File: config.mk
export PLATFORM = sky130hd
export DESIGN_NAME = xbm_hex_data_parser
export DESIGN_NICKNAME = d
export VERILOG_FILES = /design/src/rtl/xhdp_pkg.sv /design/src/rtl/xbm_hex_data_parser.sv
export SDC_FILE = /design/constraint.sdc
export NUM_CORES = 1
export LEC_CHECK = 0
export ABC_AREA = 1
export ABC_CLOCK_PERIOD_IN_PS = 12290
export BUFFER_PORTS_ARGS = -buffer_cell sky130_fd_sc_hd__clkbuf_2
export CORE_MARGIN = 5
export CORE_UTILIZATION = 35
export DETAILED_ROUTE_END_ITERATION = 12
export PLACE_DENSITY = 0.48
export SLEW_MARGIN = 0
export SYNTH_ARGS = -nofsm -noshare
export SYNTH_HDL_FRONTEND = slang
export SYNTH_SLANG_ARGS = --single-unit
File: constraint.sdc
create_clock -name clock -period 12.29 [get_ports clock]
set_clock_uncertainty 0.05 [all_clocks]
set_input_delay 2.458 -clock clock [delete_from_list [all_inputs] [get_ports clock]]
set_output_delay 2.458 -clock clock [all_outputs]
set_load 0.02 [all_outputs]
File: src/rtl/xhdp_pkg.sv
// Shared types, constants and helper functions for the XBM hex data parser.
// No dependencies; every RTL file of the block imports this package.
`default_nettype none

package xhdp_pkg;

   // Register file of the configuration port.
   localparam int CSR_ADDR_W = 2;
   localparam int CSR_DATA_W = 13;

   localparam logic [CSR_ADDR_W-1:0] CSR_IMAGE_WIDTH  = 2'd0;
   localparam logic [CSR_ADDR_W-1:0] CSR_IMAGE_HEIGHT = 2'd1;
   localparam logic [CSR_ADDR_W-1:0] CSR_X10_FORMAT   = 2'd2;

   localparam logic [CSR_DATA_W-1:0] IMAGE_WIDTH_RST  = 13'd8;
   localparam logic [CSR_DATA_W-1:0] IMAGE_HEIGHT_RST = 13'd8;

   // Largest dimension a 13-bit register can carry.
   localparam int CFG_DIM_MAX = 8191;
   localparam int MAX_DIM_DEF = 4096;

   // Field widths.
   localparam int CHAR_W  = 8;
   localparam int BYTE_W  = 8;
   localparam int TOKEN_W = 16;
   localparam int EMIT_W  = 22;

   // Result queue.
   localparam int RSP_DEPTH = 4;

   // Characters that close a token.
   localparam logic [CHAR_W-1:0] CH_SPACE   = 8'h20;
   localparam logic [CHAR_W-1:0] CH_COMMA   = 8'h2C;
   localparam logic [CHAR_W-1:0] CH_RBRACE  = 8'h7D;
   localparam logic [CHAR_W-1:0] CH_NEWLINE = 8'h0A;
   localparam logic [CHAR_W-1:0] CH_TAB     = 8'h09;

   typedef struct packed {
      logic              read_error;
      logic              image_done;
      logic              run_last;
      logic [BYTE_W-1:0] data_byte;
   } rsp_item_type;

   typedef struct packed {
      logic       valid;
      logic [3:0] value;
   } hex_digit_type;

   function automatic logic [BYTE_W-1:0] flip8(input logic [BYTE_W-1:0] v);
      logic [BYTE_W-1:0] r;
      for (int i = 0; i < BYTE_W; i++) begin
         r[BYTE_W-1-i] = v[i];
      end
      return r;
   endfunction

   function automatic hex_digit_type hex_decode(input logic [CHAR_W-1:0] c);
      hex_digit_type d;
      d.valid = 1'b0;
      d.value = 4'd0;
      if (c >= 8'h30 && c <= 8'h39) begin
         d.valid = 1'b1;
         d.value = 4'(c - 8'h30);
      end else if (c >= 8'h41 && c <= 8'h46) begin
         d.valid = 1'b1;
         d.value = 4'(c - 8'h37);
      end else if (c >= 8'h61 && c <= 8'h66) begin
         d.valid = 1'b1;
         d.value = 4'(c - 8'h57);
      end
      return d;
   endfunction

   function automatic logic is_delim(input logic [CHAR_W-1:0] c);
      return (c == CH_SPACE) || (c == CH_COMMA) || (c == CH_RBRACE) ||
             (c == CH_NEWLINE) || (c == CH_TAB);
   endfunction

endpackage

`default_nettype wire

File: src/rtl/xbm_hex_data_parser.sv
// XBM hex data parser: one character per transaction in, bit-reversed data bytes out.
// Depends on xhdp_pkg for types, constants and the digit and bit-order helpers.
//
// The parser takes one character per clock cycle when ready. Each accepted character
// updates the token and position state in the same cycle and pushes zero, one or two
// result bytes into a four-entry result queue; the request side is ready while the queue
// holds at most two entries. X11 streams therefore run at one character per cycle, while
// X10 tokens that produce two bytes are limited by the result port, which drains one
// byte per cycle. Image size, bytes per line and padding are precomputed when the
// configuration registers change, so a request may follow a configuration write at once.
`default_nettype none

module xbm_hex_data_parser
   import xhdp_pkg::*;
#(
   parameter int MAX_DIM = MAX_DIM_DEF
) (
   input  wire logic                  clock,
   input  wire logic                  reset,
   // Request channel.
   input  wire logic                  req_tvalid,
   output      logic                  req_tready,
   input  wire logic [7:0]            req_tdata,   // [7:0] char_code
   input  wire logic                  req_tlast,   // end_of_file
   // Result channel.
   output      logic                  rsp_tvalid,
   input  wire logic                  rsp_tready,
   output      logic [7:0]            rsp_tdata,   // [7:0] data_byte
   output      logic                  rsp_tlast,   // run_last
   output      logic [1:0]            rsp_tuser,   // [0] image_done, [1] read_error
   // Configuration port.
   input  wire logic                  csr_we,
   input  wire logic [CSR_ADDR_W-1:0] csr_addr,
   input  wire logic [CSR_DATA_W-1:0] csr_wdata
);

   localparam int W_MAX   = (MAX_DIM < CFG_DIM_MAX) ? MAX_DIM : CFG_DIM_MAX;
   localparam int DIM_W   = $clog2(W_MAX + 1);
   localparam int BPL_MAX = (W_MAX + 7) / 8 + 1;
   localparam int BPL_W   = $clog2(BPL_MAX + 1);
   localparam int LP_W    = $clog2(BPL_MAX);
   localparam int SUM_W   = $clog2(BPL_MAX + 2);
   localparam int SIZE_W  = $clog2(BPL_MAX * W_MAX + 1);
   localparam int CMP_W   = (SIZE_W > EMIT_W) ? SIZE_W : EMIT_W;
   localparam int PTR_W   = $clog2(RSP_DEPTH);
   localparam int CNT_W   = $clog2(RSP_DEPTH + 1);

   // Configuration registers and the geometry derived from them.
   logic [CSR_DATA_W-1:0] cfg_width_ff, cfg_width_in;
   logic [CSR_DATA_W-1:0] cfg_height_ff, cfg_height_in;
   logic                  cfg_x10_ff, cfg_x10_in;
   logic                  pad_ff, pad_in;
   logic [BPL_W-1:0]      bpl_ff, bpl_in;
   logic [SIZE_W-1:0]     size_ff, size_in;
   logic [DIM_W-1:0]      dim_w, dim_h;

   // Parser state.
   logic [TOKEN_W-1:0] token_ff, token_in;
   logic               digit_seen_ff, digit_seen_in;
   logic [EMIT_W-1:0]  emitted_ff, emitted_in;
   logic [LP_W-1:0]    line_pos_ff, line_pos_in;
   logic               finished_ff, finished_in;

   // Result queue.
   rsp_item_type       rsp_q_ff [RSP_DEPTH];
   logic [PTR_W-1:0]   wr_ptr_ff, wr_ptr_in;
   logic [PTR_W-1:0]   rd_ptr_ff, rd_ptr_in;
   logic [CNT_W-1:0]   count_ff, count_in;

   logic               req_acc;
   logic               rsp_acc;
   logic               active;
   hex_digit_type      digit;
   logic [1:0]         push_cnt;
   rsp_item_type       item0, item1;
   rsp_item_type       head;
   logic [1:0]         step;
   logic               drop;
   logic               done;
   logic [EMIT_W-1:0]  emitted_next;
   logic [SUM_W-1:0]   line_sum;
   logic [SUM_W-1:0]   line_plus2;

   // ---------------------------------------------------------------- configuration
   always_comb begin
      cfg_width_in  = cfg_width_ff;
      cfg_height_in = cfg_height_ff;
      cfg_x10_in    = cfg_x10_ff;
      if (reset) begin
         cfg_width_in  = IMAGE_WIDTH_RST;
         cfg_height_in = IMAGE_HEIGHT_RST;
         cfg_x10_in    = 1'b0;
      end else if (csr_we) begin
         unique case (csr_addr)
            CSR_IMAGE_WIDTH:  cfg_width_in  = csr_wdata;
            CSR_IMAGE_HEIGHT: cfg_height_in = csr_wdata;
            CSR_X10_FORMAT:   cfg_x10_in    = csr_wdata[0];
            default:          cfg_width_in  = cfg_width_ff;
         endcase
      end
   end

   // Geometry follows the next register values so it is current on the next edge.
   always_comb begin
      dim_w   = (32'(cfg_width_in) > W_MAX) ? DIM_W'(W_MAX) : DIM_W'(cfg_width_in);
      dim_h   = (32'(cfg_height_in) > W_MAX) ? DIM_W'(W_MAX) : DIM_W'(cfg_height_in);
      pad_in  = cfg_x10_in && (dim_w[3:0] != 4'd0) && (dim_w[3:0] < 4'd9);
      bpl_in  = BPL_W'((32'(dim_w) + 7) >> 3) + BPL_W'(pad_in);
      size_in = SIZE_W'(bpl_in) * SIZE_W'(dim_h);
   end

   always_ff @(posedge clock) begin
      cfg_width_ff  <= cfg_width_in;
      cfg_height_ff <= cfg_height_in;
      cfg_x10_ff    <= cfg_x10_in;
      pad_ff        <= pad_in;
      bpl_ff        <= bpl_in;
      size_ff       <= size_in;
   end

   // ---------------------------------------------------------------- parser
   assign req_tready = (count_ff <= CNT_W'(RSP_DEPTH - 2));
   assign req_acc    = req_tvalid && req_tready;
   assign active     = !finished_ff &&
                       !((size_ff != '0) && (CMP_W'(emitted_ff) >= CMP_W'(size_ff)));
   assign digit      = hex_decode(req_tdata);

   always_comb begin
      token_in      = token_ff;
      digit_seen_in = digit_seen_ff;
      emitted_in    = emitted_ff;
      line_pos_in   = line_pos_ff;
      finished_in   = finished_ff;
      push_cnt      = 2'd0;
      item0         = '0;
      item1         = '0;

      line_plus2   = SUM_W'(line_pos_ff) + SUM_W'(2);
      drop         = cfg_x10_ff ? (pad_ff && (line_plus2 >= SUM_W'(bpl_ff))) : 1'b1;
      step         = cfg_x10_ff ? 2'd2 : 2'd1;
      emitted_next = emitted_ff + EMIT_W'(step);
      line_sum     = SUM_W'(line_pos_ff) + SUM_W'(step);
      done         = CMP_W'(emitted_next) >= CMP_W'(size_ff);

      if (req_acc && active) begin
         if (req_tlast) begin
            // End of file before the image is complete; a partial token is discarded.
            finished_in      = 1'b1;
            token_in         = '0;
            digit_seen_in    = 1'b0;
            item0.read_error = 1'b1;
            item0.run_last   = 1'b1;
            push_cnt         = 2'd1;
         end else if (digit.valid) begin
            token_in      = {token_ff[TOKEN_W-5:0], digit.value};
            digit_seen_in = 1'b1;
         end else if (is_delim(req_tdata) && digit_seen_ff) begin
            token_in      = '0;
            digit_seen_in = 1'b0;
            if (size_ff != '0) begin
               emitted_in  = emitted_next;
               line_pos_in = (line_sum >= SUM_W'(bpl_ff)) ? '0 : LP_W'(line_sum);
               if (done) begin
                  finished_in = 1'b1;
               end
               item0.data_byte = flip8(token_ff[BYTE_W-1:0]);
               if (drop) begin
                  item0.run_last   = 1'b1;
                  item0.image_done = done;
                  push_cnt         = 2'd1;
               end else begin
                  item1.data_byte  = flip8(token_ff[TOKEN_W-1:BYTE_W]);
                  item1.run_last   = 1'b1;
                  item1.image_done = done;
                  push_cnt         = 2'd2;
               end
            end
         end
      end
   end

   always_ff @(posedge clock) begin
      if (reset) begin
         token_ff      <= '0;
         digit_seen_ff <= 1'b0;
         emitted_ff    <= '0;
         line_pos_ff   <= '0;
         finished_ff   <= 1'b0;
      end else begin
         token_ff      <= token_in;
         digit_seen_ff <= digit_seen_in;
         emitted_ff    <= emitted_in;
         line_pos_ff   <= line_pos_in;
         finished_ff   <= finished_in;
      end
   end

   // ---------------------------------------------------------------- result queue
   assign head       = rsp_q_ff[rd_ptr_ff];
   assign rsp_tvalid = (count_ff != '0);
   assign rsp_tdata  = head.data_byte;
   assign rsp_tlast  = head.run_last;
   assign rsp_tuser  = {head.read_error, head.image_done};
   assign rsp_acc    = rsp_tvalid && rsp_tready;

   always_comb begin
      wr_ptr_in = wr_ptr_ff + PTR_W'(push_cnt);
      rd_ptr_in = rd_ptr_ff + PTR_W'(rsp_acc);
      count_in  = count_ff + CNT_W'(push_cnt) - CNT_W'(rsp_acc);
   end

   always_ff @(posedge clock) begin
      if (push_cnt != 2'd0) begin
         rsp_q_ff[wr_ptr_ff] <= item0;
      end
      if (push_cnt == 2'd2) begin
         rsp_q_ff[wr_ptr_ff + PTR_W'(1)] <= item1;
      end
   end

   always_ff @(posedge clock) begin
      if (reset) begin
         wr_ptr_ff <= '0;
         rd_ptr_ff <= '0;
         count_ff  <= '0;
      end else begin
         wr_ptr_ff <= wr_ptr_in;
         rd_ptr_ff <= rd_ptr_in;
         count_ff  <= count_in;
      end
   end

   // ---------------------------------------------------------------- assertions
   a_queue_bound: assert property (@(posedge clock) disable iff (reset)
      count_ff <= CNT_W'(RSP_DEPTH))
      else $error("result queue holds more entries than it has");

   a_finished_sticks: assert property (@(posedge clock) disable iff (reset)
      finished_ff |=> finished_ff)
      else $error("finished flag cleared without reset");

   a_no_push_when_done: assert property (@(posedge clock) disable iff (reset)
      finished_ff |-> push_cnt == 2'd0)
      else $error("result produced after the image was finished");

   a_error_shape: assert property (@(posedge clock) disable iff (reset)
      rsp_tvalid && rsp_tuser[1] |-> rsp_tlast && !rsp_tuser[0] && rsp_tdata == '0)
      else $error("error transaction carries data or a done flag");

   a_line_bound: assert property (@(posedge clock) disable iff (reset)
      32'(line_pos_ff) < BPL_MAX)
      else $error("line position beyond the longest possible line");

endmodule

`default_nettype wire

-- Yosys cells after proc, flatten, opt, wreduce, memory -nomap -nowiden
Memory sizes are Yosys's and may differ from the RTL's. A register that Yosys moved wholly into a read port is not among the register bits.
Cells that the tools add are included.
W data, S select, Z words.
- register bits: 117
- latch bits: 0
- memory bits (writable): 44
- bits in read-only memories: 0
- input port bits: 29
- output and inout port bits: 13
- logic and storage cells: 138
- memories: 1
- add/subtract/negate cells: 13
- $mul: 1
- divide/modulo/power cells: 0
- $lt $le $gt $ge: 14
- equality and inequality tests: 9
- shift-type cells: 0
- mux-type cells: 54
- bitwise gates (word level): 2
- reduce and logical (&&, ||, !) cells: 30
- memories (name ; words ; width ; rd ports ; clocked after Yosys merged registers in ; write ports ; RTL line ; source):
    rsp_q_ff ; 4 ; 11 ; 1 ; 1 ; 2 ; xbm_hex_data_parser.sv:65 ; rsp_item_type rsp_q_ff [RSP_DEPTH];
- operators by type and width (operator ; number):
    $mux W13 ; 8
    $mux W10 ; 10
    $mux W16 ; 3
    $ge A22 B22 Y1 ; 2
    $gt A13 B13 Y1 const B ; 2
    $add A22 B2 Y22 ; 1
    $mul A10 B13 Y22 ; 1
    $reduce_bool A22 Y1 ; 1
    $ge A10 B10 Y1 ; 2
    $mux W1 ; 19
    $mux W2 ; 9
    $eq A8 B4 Y1 const B ; 2
    $eq A8 B6 Y1 const B ; 2
    $ge A8 B7 Y1 const B ; 2
    $le A8 B7 Y1 const B ; 2
    $mux W5 ; 3
    $add A13 B3 Y13 const B ; 1
    $logic_and A1 B1 Y1 ; 12
    $mux W11 ; 1
    $add A10 B1 Y10 ; 1
    $add A10 B2 Y10 ; 1
    $add A10 B2 Y10 const B ; 1
    $reduce_and A5 Y1 ; 2
    $eq A8 B7 Y1 const B ; 1
    other kinds (23) ; 34

-- Depth between registers and ports, before layout
Gate-level depths: netlist of run 1.
- depth in word-level cells: 13
- mapped depth: 40
- mapped depth without buffers: 40

-- Least setup slack after synthesis of run 1
OpenSTA, ideal clock, no wires.
- path type: input -> register
- start: in reset
- end: reg size_ff[17]
- library setup time: 0.072 ns
- arrival: 8.927 ns
- data required time: 12.168 ns
- slack: 3.241 ns
- stages on the path: 29
- path buffers: 2
- path through: inv_2 -> buf_6 -> clkbuf_1 -> nand2_1 -> nor4_1 -> ha_1 -> ha_1 -> nand3_1 -> or2_4 -> nor2_8 -> nand3_2 -> nand2_4 -> nand3_1 -> fa_1 -> fa_1 -> inv_1 -> fa_1 -> fa_1 -> inv_1 -> fa_1 -> inv_1 -> ha_1 -> nand2_1 -> nor4_1 -> a21oi_1 -> o21ai_0 -> a31oi_1 -> o21ai_0 -> xor2_1
- longest elaborated chain between the ends: 8
- elaborated cells on any way between the ends: 14
- those cells by class: add/sub: 2; mul: 1; order compare: 3; mux: 5; reduce/logical: 3
- RTL lines (item ; RTL line ; source):
    from (decl) ; xbm_hex_data_parser.sv:19 ; input wire logic reset,
    parallel branches: the longest is 5 deep, another holds $gt A13 B13 Y1 ; n/a ;
    $logic_and A1 B1 Y1 * ; xbm_hex_data_parser.sv:107 ; pad_in = cfg_x10_in && (dim_w[3:0] != 4'd0) && (dim_w[3:0] < 4'd9);
    net pad_in ; xbm_hex_data_parser.sv:52 ; logic pad_ff, pad_in;
    $add A10 B1 Y10 * ; xbm_hex_data_parser.sv:108 ; bpl_in = BPL_W'((32'(dim_w) + 7) >> 3) + BPL_W'(pad_in);
    $mul A10 B13 Y22 * ; xbm_hex_data_parser.sv:109 ; size_in = SIZE_W'(bpl_in) * SIZE_W'(dim_h);
    net size_in[17] ; xbm_hex_data_parser.sv:54 ; logic [SIZE_W-1:0] size_ff, size_in;
    to (signal assigned) ; xbm_hex_data_parser.sv:118 ; size_ff <= size_in;
    to (decl) ; xbm_hex_data_parser.sv:54 ;
Mark *: on every way through the listed nets, which the timed path passes.
A chain may end at the register's enable or synchronous reset.

-- Worst setup path after layout of run 1
- start: in reset
- end: reg size_ff[17]
- longest elaborated chain between the ends: 8
- elaborated cells on any way between the ends: 14
- those cells by class: add/sub: 2; mul: 1; order compare: 3; mux: 5; reduce/logical: 3
- RTL lines (item ; RTL line ; source):
    $mux W13 * ; xbm_hex_data_parser.sv:89 ; if (reset) begin
    net cfg_width_in[3] ; xbm_hex_data_parser.sv:49 ; logic [CSR_DATA_W-1:0] cfg_width_ff, cfg_width_in;
    $gt A13 B13 Y1 ; xbm_hex_data_parser.sv:105 ; dim_w = (32'(cfg_width_in) > W_MAX) ? DIM_W'(W_MAX) : DIM_W'(cfg_width_in);
    $mux W13 * ; xbm_hex_data_parser.sv:105 ;
    parallel branches: the longest is 2 deep, another holds $lt A4 B4 Y1 ; n/a ;
    $logic_and A1 B1 Y1 * ; xbm_hex_data_parser.sv:107 ;
    net pad_in ; xbm_hex_data_parser.sv:52 ;
    $add A10 B1 Y10 * ; xbm_hex_data_parser.sv:108 ;
    net bpl_in[7] ; xbm_hex_data_parser.sv:53 ; logic [BPL_W-1:0] bpl_ff, bpl_in;
    $mul A10 B13 Y22 * ; xbm_hex_data_parser.sv:109 ;
    net size_in[17] ; xbm_hex_data_parser.sv:54 ;
Marks and branches as above.

==> results.yml, run 1 <==
run_status:
  outcome: "finished clean"
place:
  io_buffers: 41
  dpl.hpwl_um: 29100
  routabilityCongestion: 0.886
  dp.cells: 2327
  place_area_um2: 14500
  dp_slack_ns: 1.70
global_routing:
  gr-usage-met2: 0.273
  grt-ovfl-total: 0
  grt_pass1_wl_um: 59600
  grt_max_degree: 47
  antenna_found_initial: 0
  grt_pass1_vias: 11400
  use_met1: 0.235
  grtUsageTotal: 0.168
  grt_use_met3: 0.0267
  busiest_layer: "met2"
route:
  wl_per_cell_um: 15.0
  drtAntennaViolNets: 0
  drt_iter0_markers: 650
  wl_um: 35500
  vias: 11300
  drc: 0
  drt-vias-per-instance: 4.80
  drt_pass1_iterations: 5
synth:
  yosys.area.top_type: "dfxtp_1"
  synthFlopType: "dfxtp_1"
  yosys_register_bits: 161
  ys_warn_count: 0
  synth-edff-count: 40
  async_reset_ff_frac: 0
  ys_seq_area_frac: 0.263
  syn-num-nets: 2053
  synth.top_cell.area_share: 0.176
  synthCells: 1801
  synth_area_leaders: "dfxtp_1 18%, fa_1 13%, ha_1 12%, edfxtp_1 8.7%, nand2_1 8.7%"
  synth_area_per_cell_um2: 7.64
  synth_area_um2: 13800
  ys_types: 57
floorplanning:
  die_h_um: 208
  die-area_um2: 43400
  start_util: 0.355
  fp.coreArea_um2: 38700
  io_pins: 42
  fp-row-count: 72
  die_w_um: 208
critical_path:
  cp_top_family: "adder cells"
  crit_fanout: 46
  slowest_stage: "inv_2"
  worst-path-buf-inv: 9
  endpoint_kind: "register"
  cp-start-kind: "input pin"
  cp.required_ns: 12.61
  startpoint: "reset"
  reg2reg_setup_slack_ns: 4.91
  crit_path_max_incr_delay_ns: 0.72
  arrival_ns: 10.43
  timing_worst_setup_path_type: "input pin to register"
  r2r_start: "cfg_x10_ff"
clock_tree:
  clkTransAtPathRegs_ns: 0.07
  tritoncts.num_buffers: 17
  cts_setup_buffers: 0
  cts_tree: "yes"
  cts_max_level: 4
  cts_sinks: 161
  cts_root_buffer: "clkbuf_16"
  clock_path_buffers: 2
  cts_resized: 0
  clkLatencyLatePin_ns: 0.45
  cts_hold_buffers: 0
final_layout:
  multi_input_area_um2: 8770
  fin_cells: 2359
  synthToLayoutAreaGrowth_pct: 9.23
  antennaDiodeCount: 0
  final_cell_mix: "318 x nand2_1, 288 x inv_1, 226 x nor2_1"
  regArea_um2: 3620
  fill_cells: 4095
  final_area_um2: 15000
  finalNetCount: 2080
  final_core_util: 0.388
  layout_commonest_cell: "nand2_1"
  drive_above_1_share: 0.0940
hold_path:
  min_from: "digit_seen_ff"
  hold_path_class: "register to register"
pwr:
  leakage_nw: 7.43
  peakVddDrop_mv: 0.0684
  power.density_nw_per_um2: 104
job:
  cap_violations: 0
sta:
  tightest_slew_ns: 0.900
  fmax_ghz: 0.0990
  rsz0062_at_grt: "false"
  finalMaxSlewViolations: 0
  period_needed_ns: 10.10
  hold_viol_final: 0
  fin_crit_sh: 0.822
  setup_viol: 0
  fin_ws_ns: 2.19
  fin_setup_tns_ns: 0
  relSlewSlack: 0.399
-- per-layer routing --
metal	part of all wire	wire length (µm)
met5	0	0
met3	0.041	1440
met2	0.46	16200
met1	0.49	17500
met4	0.011	377
-- where the power goes --
group	switching [mW]	internal, mW	total [mW]
clock network	0.258	0.269	0.528
registers	0.0280	0.583	0.610
logic	0.293	0.137	0.430
-- path summary, 6_finish.rpt --
path / end / depth (start not counted)
setup / recovery: size_ff[17] / 34
setup reg to reg: size_ff[17] / 29
hold / removal: digit_seen_ff / 2
hold reg to reg: digit_seen_ff / 2
-- worst reg2reg max path: cells and delay by family (launching register included) --
family	cells	cell delay (ns)
buffers and inverters	5	0.44
XOR/XNOR	1	0.15
AO/OA/AOI/OAI	4	0.81
AND/OR/NAND/NOR	12	2.07
flip-flops	1	0.54
adder cells (fa/ha/maj)	7	3.21
-- kinds of logic (layout without fill, tap and decap cells) --
group | count (synthesis) | count (layout) | synth area share
AOI/OAI and AO/OA | 267 | 267 | 0.106
xor gates and xnor gates | 56 | 56 | 0.0370
and+or+nand+nor | 740 | 740 | 0.244
adders and majority gates | 223 | 223 | 0.251
buffers and inverters | 354 | 394 | 0.0993
DFF | 161 | 161 | 0.263
-- registers in the layout, summed over array words and instances, names as in the netlist, 2 cells and up --
signal	cells
token_ff	16
line_pos_ff	10
cfg_height_ff	13
size_ff	22
wr_ptr_ff	2
rd_ptr_ff	2
cfg_width_ff	13
bpl_ff	10
emitted_ff	22
count_ff	3
rsp_q_ff	44
-- final cells by class --
| type | instances | share of cell area |
|---|---|---|
| Clock buffer | 18 | 0.0286 |
| Clock inverter | 14 | 0.00916 |
| Multi-Input combinational cell | 1286 | 0.583 |
| Tap cell | 518 | 0.0431 |
| Sequential cell | 161 | 0.241 |
| Timing Repair Buffer | 44 | 0.0152 |
| Inverter | 318 | 0.0794 |
-- cell usage after synthesis, types with 4 or more instances --
cell type    n
xor2_1      45
edfxtp_1    40
nand3b_1     7
fa_1        88
a211oi_1    12
or2_2        5
nor4_1      13
nor2_2      14
o21ai_0    117
nand2_4      4
xnor2_1     10
a31oi_1      7
buf_2        6
nand4_1     20
clkbuf_1    25
nand3_2      9
ha_1       135
nor2_4       6
o211ai_1     7
nand2_2     19
inv_2       27
nor3_1      23
o22ai_1     11
inv_1      288
nand3_1     58
nand2_1    318
dfxtp_1    121
nor2_1     226
a21oi_1     99
-- through the flow --
step	hold slack [ns]	total power, mW
after floorplan	0.385	0.927
after global placement	0.416	1.06
after detailed placement	0.418	1.06
after CTS	0.432	1.59
after global routing	0.442	1.68
final	0.427	1.57
Note: power is estimated with default switching activity, not from simulation.
==> run 2: changes to the inputs <==
ABC_CLOCK_PERIOD_IN_PS = 9600   (was 12290)
clock period = 9.6 ns   (was 12.29 ns; I/O delays follow)
==> run 2 against run 1 <==
  * Die area is the same
  * Design area grew 0.75%
  * Final cell count is 0.55% higher
  * Core utilization increased by 0.29 points
==> results.yml, run 2 (synthesis results as in run 1) <==
run_status:
  outcome: "finished clean"
route:
  wl_um: 35900
  wl_per_cell_um: 15.1
  drt_pass1_iterations: 5
  drt-vias-per-instance: 4.79
  vias: 11400
  drc: 0
  drtAntennaViolNets: 0
  drt_iter0_markers: 582
clock_tree:
  cts_hold_buffers: 0
  cts_max_level: 4
  cts_sinks: 161
  clkTransAtPathRegs_ns: 0.08
  cts_resized: 0
  tritoncts.num_buffers: 17
  clock_path_buffers: 2
  cts_tree: "yes"
  clkLatencyLatePin_ns: 0.45
  cts_root_buffer: "clkbuf_16"
  cts_setup_buffers: 0
final_layout:
  largestRegisters: "rsp_q_ff: 44 flops, emitted_ff: 22 flops, size_ff: 22 flops"
  drive_above_1_share: 0.100
  antennaDiodeCount: 0
  regArea_um2: 3620
  regMostFlops: "rsp_q_ff"
  fill_cells: 4098
  largest_reg_flops: 44
  multi_input_area_um2: 8770
  layout_commonest_cell: "nand2_1"
  synthToLayoutAreaGrowth_pct: 10.0
  final_area_um2: 15100
  finalNetCount: 2093
  final_cell_mix: "318 x nand2_1, 288 x inv_1, 226 x nor2_1"
hold_path:
  hold_path_depth: 2
  hold_path_class: "register to register"
sta:
  whs_ns: 0.418
  finalMaxSlewViolations: 0
  rsz0062_at_grt: "false"
  fin_crit_sh: 0.928
  setup_viol: 0
  tightest_slew_ns: 0.814
  fmax_ghz: 0.112
  relSlewSlack: 0.455
  hold_viol_final: 0
  period_needed_ns: 8.91
  fin_setup_tns_ns: 0
global_routing:
  grt_pass1_vias: 11200
  grt-ovfl-total: 0
  antenna_found_initial: 0
  grt_max_degree: 41
  grtUsageTotal: 0.170
  grt_pass1_wl_um: 60400
floorplanning:
  io_pins: 42
  die_w_um: 208
  die-area_um2: 43400
  fp.coreArea_um2: 38700
  start_util: 0.355
  fp-row-count: 72
  die_h_um: 208
job:
  cap_violations: 0
critical_path:
  path_common_cell: "fa_1"
  cp-start-kind: "input pin"
  timing_worst_setup_path_type: "input pin to register"
  cp.required_ns: 9.94
  crit_fanout: 15
  crit_path_max_incr_delay_ns: 0.55
  rr_worst_depth: 28
  arrival_ns: 9.25
  slowest_stage: "fa_1"
  endpoint_kind: "register"
  worst-path-buf-inv: 7
  cp_top_family: "adder cells"
  critical_path_depth: 34
place:
  place_area_um2: 14600
  routabilityCongestion: 0.869
  dpl.hpwl_um: 29300
  io_buffers: 41
pwr:
  power.density_nw_per_um2: 134
  peakVddDrop_mv: 0.105
  leakage_nw: 7.50
run 2: changes by cell type in the layout (fill, tap and decap cells not counted):
cell,change
buf_4,+13
clkbuf_1,-1
clkinv_1,+1
clkinv_8,+1
clkinvlp_4,-2
inv_6,-1
inv_8,+2
o21ai_0,-1
o21ai_1,+1
run 2: worst paths after layout:
| kind | start | slack [ns] | end |
|---|---|---|---|
| worst max-delay path | csr_addr[0] | 0.69 | size_ff[17] |
| worst min-delay path | digit_seen_ff | 0.42 | digit_seen_ff |
| worst max register to register | cfg_x10_ff | 2.28 | size_ff[17] |
| worst min register to register | digit_seen_ff | 0.42 | digit_seen_ff |
run 2: power breakdown:
part           total (mW)  internal (mW)  switching [mW]
clock               0.691          0.349           0.342
sequential          0.780          0.746          0.0347
combinational       0.559          0.181           0.379
total                2.03           1.28           0.755
run 2: area by class of cell:
type | count | share of cell area
Clock inverter | 15 | 0.0103
Multi-Input combinational cell | 1286 | 0.579
Clock buffer | 17 | 0.0281
Timing Repair Buffer | 57 | 0.0215
Sequential cell | 161 | 0.239
Tap cell | 518 | 0.0428
Inverter | 318 | 0.0788
run 2: tightest hold or removal path, stage by stage (launching register included):
cell	delay, ns
dfxtp_1	0.31
nand2_1	0.06
a21oi_1	0.05
run 2: per-layer routing:
metal  GRT usage  share of wire  routed length [µm]  vias to the layer above
met5           0              0                   0                        -
li1            -              -                   -                     5860
met3      0.0267          0.039                1400                       27
met1       0.249           0.51               18200                     5282
met2       0.262           0.44               15800                      188
met4      0.0424          0.014                 517                        0
run 2: stage by stage:
stage	setup slack [ns]	utilization	power, mW	std cells
5_1_grt	0.0937	0.391	2.18	2372
2_1_floorplan	1.09	-	1.19	1801
4_1_cts	0.582	0.391	2.07	2372
6_report	0.687	0.391	2.03	2372
3_3_place_gp	0.327	0.376	1.36	2340
3_5_place_dp	0.0974	0.376	1.36	2340
==> run 3: changes to the inputs <==
ABC_AREA = unset   (was 1)
==> run 3 against run 2 <==
  * Clock-buffer cell count is 1 higher
  * Critical endpoint is now size_ff[21]
  * Sequential power fell by 2%
  * Clock power grew 3.6%
==> results.yml, run 3 <==
synth:
  synth-compound-area-share: 0.121
  yosys.area.top_type: "dfxtp_1"
  synthAdderAreaFrac: 0.266
  synth-simple-area-share: 0.173
  ys_warn_count: 0
  synth-edff-count: 40
  synth_area_um2: 13100
  synth_area_per_cell_um2: 9.02
  yosysMostFrequentCell: "inv_1"
  synth_common_cells: "170 x inv_1, 162 x nor2_1, 157 x nand2_1"
  synth_area_leaders: "dfxtp_1 19%, fa_1 13%, ha_1 13%, edfxtp_1 9.2%, inv_1 4.9%"
  synth_xor_area_frac: 0.0587
  synthCells: 1449
  syn-num-nets: 1701
  synth.top_cell.area_share: 0.185
  synth_top_family_by_area: "adder cells"
  synthMuxAreaShare: 0.0393
  yosys_register_bits: 161
  ys_types: 78
  ys_seq_area_frac: 0.277
  synthFlopType: "dfxtp_1"
  async_reset_ff_frac: 0
sta:
  hold_viol_final: 0
  relSlewSlack: 0.445
  fmax_ghz: 0.108
  tightest_slew_ns: 0.831
  period_needed_ns: 9.24
  fin_ws_ns: 0.362
  finalMaxSlewViolations: 0
  fin_crit_sh: 0.962
  setup_viol: 0
final_layout:
  final_cell_mix: "169 x inv_1, 158 x nor2_1, 157 x nand2_1"
  largest_reg_flops: 44
  finalNetCount: 1798
  layout_commonest_cell: "inv_1"
  drive_above_1_share: 0.142
  fill_cells: 3755
  synthToLayoutAreaGrowth_pct: 15.7
  regMostFlops: "rsp_q_ff"
  antennaDiodeCount: 0
  largestRegisters: "rsp_q_ff: 44 flops, emitted_ff: 22 flops, size_ff: 22 flops"
floorplanning:
  die_h_um: 203
  io_pins: 42
  fp-row-count: 70
  fp.coreArea_um2: 36800
  start_util: 0.355
  die-area_um2: 41300
  die_w_um: 203
clock_tree:
  clock_path_buffers: 2
  cts_root_buffer: "clkbuf_16"
  clkTransAtPathRegs_ns: 0.07
  tritoncts.num_buffers: 17
  cts_tree: "yes"
  cts_hold_buffers: 0
  clkLatencyLatePin_ns: 0.44
  cts_sinks: 161
  cts_max_level: 4
critical_path:
  cp.required_ns: 9.88
  cp-start-kind: "input pin"
  timing_worst_setup_path_type: "input pin to register"
  crit_path_max_incr_delay_ns: 0.55
  path_common_cell: "fa_1"
  crit_fanout: 5
  endpoint_kind: "register"
  worst-path-buf-inv: 7
  slowest_stage: "fa_1"
  cp_top_family: "adder cells"
  arrival_ns: 9.52
route:
  drc: 0
  drt-vias-per-instance: 5.03
  drt_iter0_markers: 605
  vias: 10200
  wl_per_cell_um: 16.2
  drtAntennaViolNets: 0
  wl_um: 32900
  drt_pass1_iterations: 5
place:
  dp_slack_ns: -0.350
  io_buffers: 41
  dpl.hpwl_um: 25800
  routabilityCongestion: 0.832
global_routing:
  antenna_found_initial: 0
  grt-ovfl-total: 0
  grt_pass1_wl_um: 54900
  grt_max_degree: 57
  grtUsageTotal: 0.165
  grt_pass1_vias: 10400
pwr:
  leakage_nw: 6.97
  power.density_nw_per_um2: 123
  peakVddDrop_mv: 0.106
  fin_total_pwr_mw: 1.85
hold_path:
  hold_path_class: "register to register"
job:
  cap_violations: 0
run_status:
  outcome: "finished clean"
==> run 3: layout make-up <==
| cell class | instances | area [µm²] | share of cell area |
|---|---|---|---|
| Inverter | 175 | 657 | 0.0434 |
| Multi-Input combinational cell | 1065 | 8770 | 0.580 |
| Timing Repair Buffer | 126 | 857 | 0.0567 |
| Sequential cell | 161 | 3620 | 0.240 |
| Clock inverter | 14 | 180 | 0.0119 |
| Tap cell | 468 | 586 | 0.0387 |
| Clock buffer | 18 | 450 | 0.0298 |
==> run 3: repair_timing <==
action                                  CTS  global route
gates resized for setup                   0            35
buffers inserted                          0            12
endpoints found under the setup margin    0             3
==> run 3: kinds of logic after synthesis <==
kind of cell             Yosys count
flip-flops                       161
adder cells (fa/ha/maj)          225
multiplexers                      37
buffers and inverters            223
AND/OR/NAND/NOR                  485
AO/OA/AOI/OAI                    235
XOR/XNOR                          83
==> run 3: metrics by stage <==
| stage | cell area, µm² | util | hold WS [ns] | setup TNS (ns) | std cells |
|---|---|---|---|---|---|
| after floorplan | 13100 | - | 0.379 | 0 | 1449 |
| after global placement | 14200 | 0.387 | 0.392 | -0.209 | 1983 |
| after detailed placement | 14200 | 0.387 | 0.406 | -0.588 | 1983 |
| after CTS | 14900 | 0.404 | 0.417 | 0 | 2015 |
| after global routing | 15100 | 0.411 | 0.440 | -0.0404 | 2027 |
| final | 15100 | 0.411 | 0.412 | 0 | 2027 |
==> run 3: report_power, final <==
part | leakage (nW) | total, mW | switching [mW] | internal [mW]
Sequential | 1.36 | 0.762 | 0.0343 | 0.727
Combinational | 5.29 | 0.377 | 0.216 | 0.161
Clock | 0.307 | 0.716 | 0.345 | 0.370
Total | 6.97 | 1.85 | 0.595 | 1.26
==> run 3: worst paths after layout <==
kind,start,end,slack [ns],cells after the start
worst max-delay path,csr_addr[1],size_ff[21],0.36,34
worst min-delay path,cfg_height_ff[9],cfg_height_ff[9],0.41,2
worst max register to register,cfg_width_ff[1],size_ff[21],2.00,32
worst min register to register,cfg_height_ff[9],cfg_height_ff[9],0.41,2
==> run 3: worst min-delay path: stages (launching register included) <==
cell     delay [ns]
dfxtp_1        0.30
nand2_1        0.04
a21oi_1        0.07
==> run 3: metal layers <==
layer | routed length (µm) | GRT usage | vias to the layer above
met5 | 0 | 0 | -
met4 | 461 | 0.0436 | 0
met3 | 1230 | 0.0234 | 24
met2 | 14600 | 0.254 | 142
met1 | 16500 | 0.243 | 4951
li1 | - | - | 5085
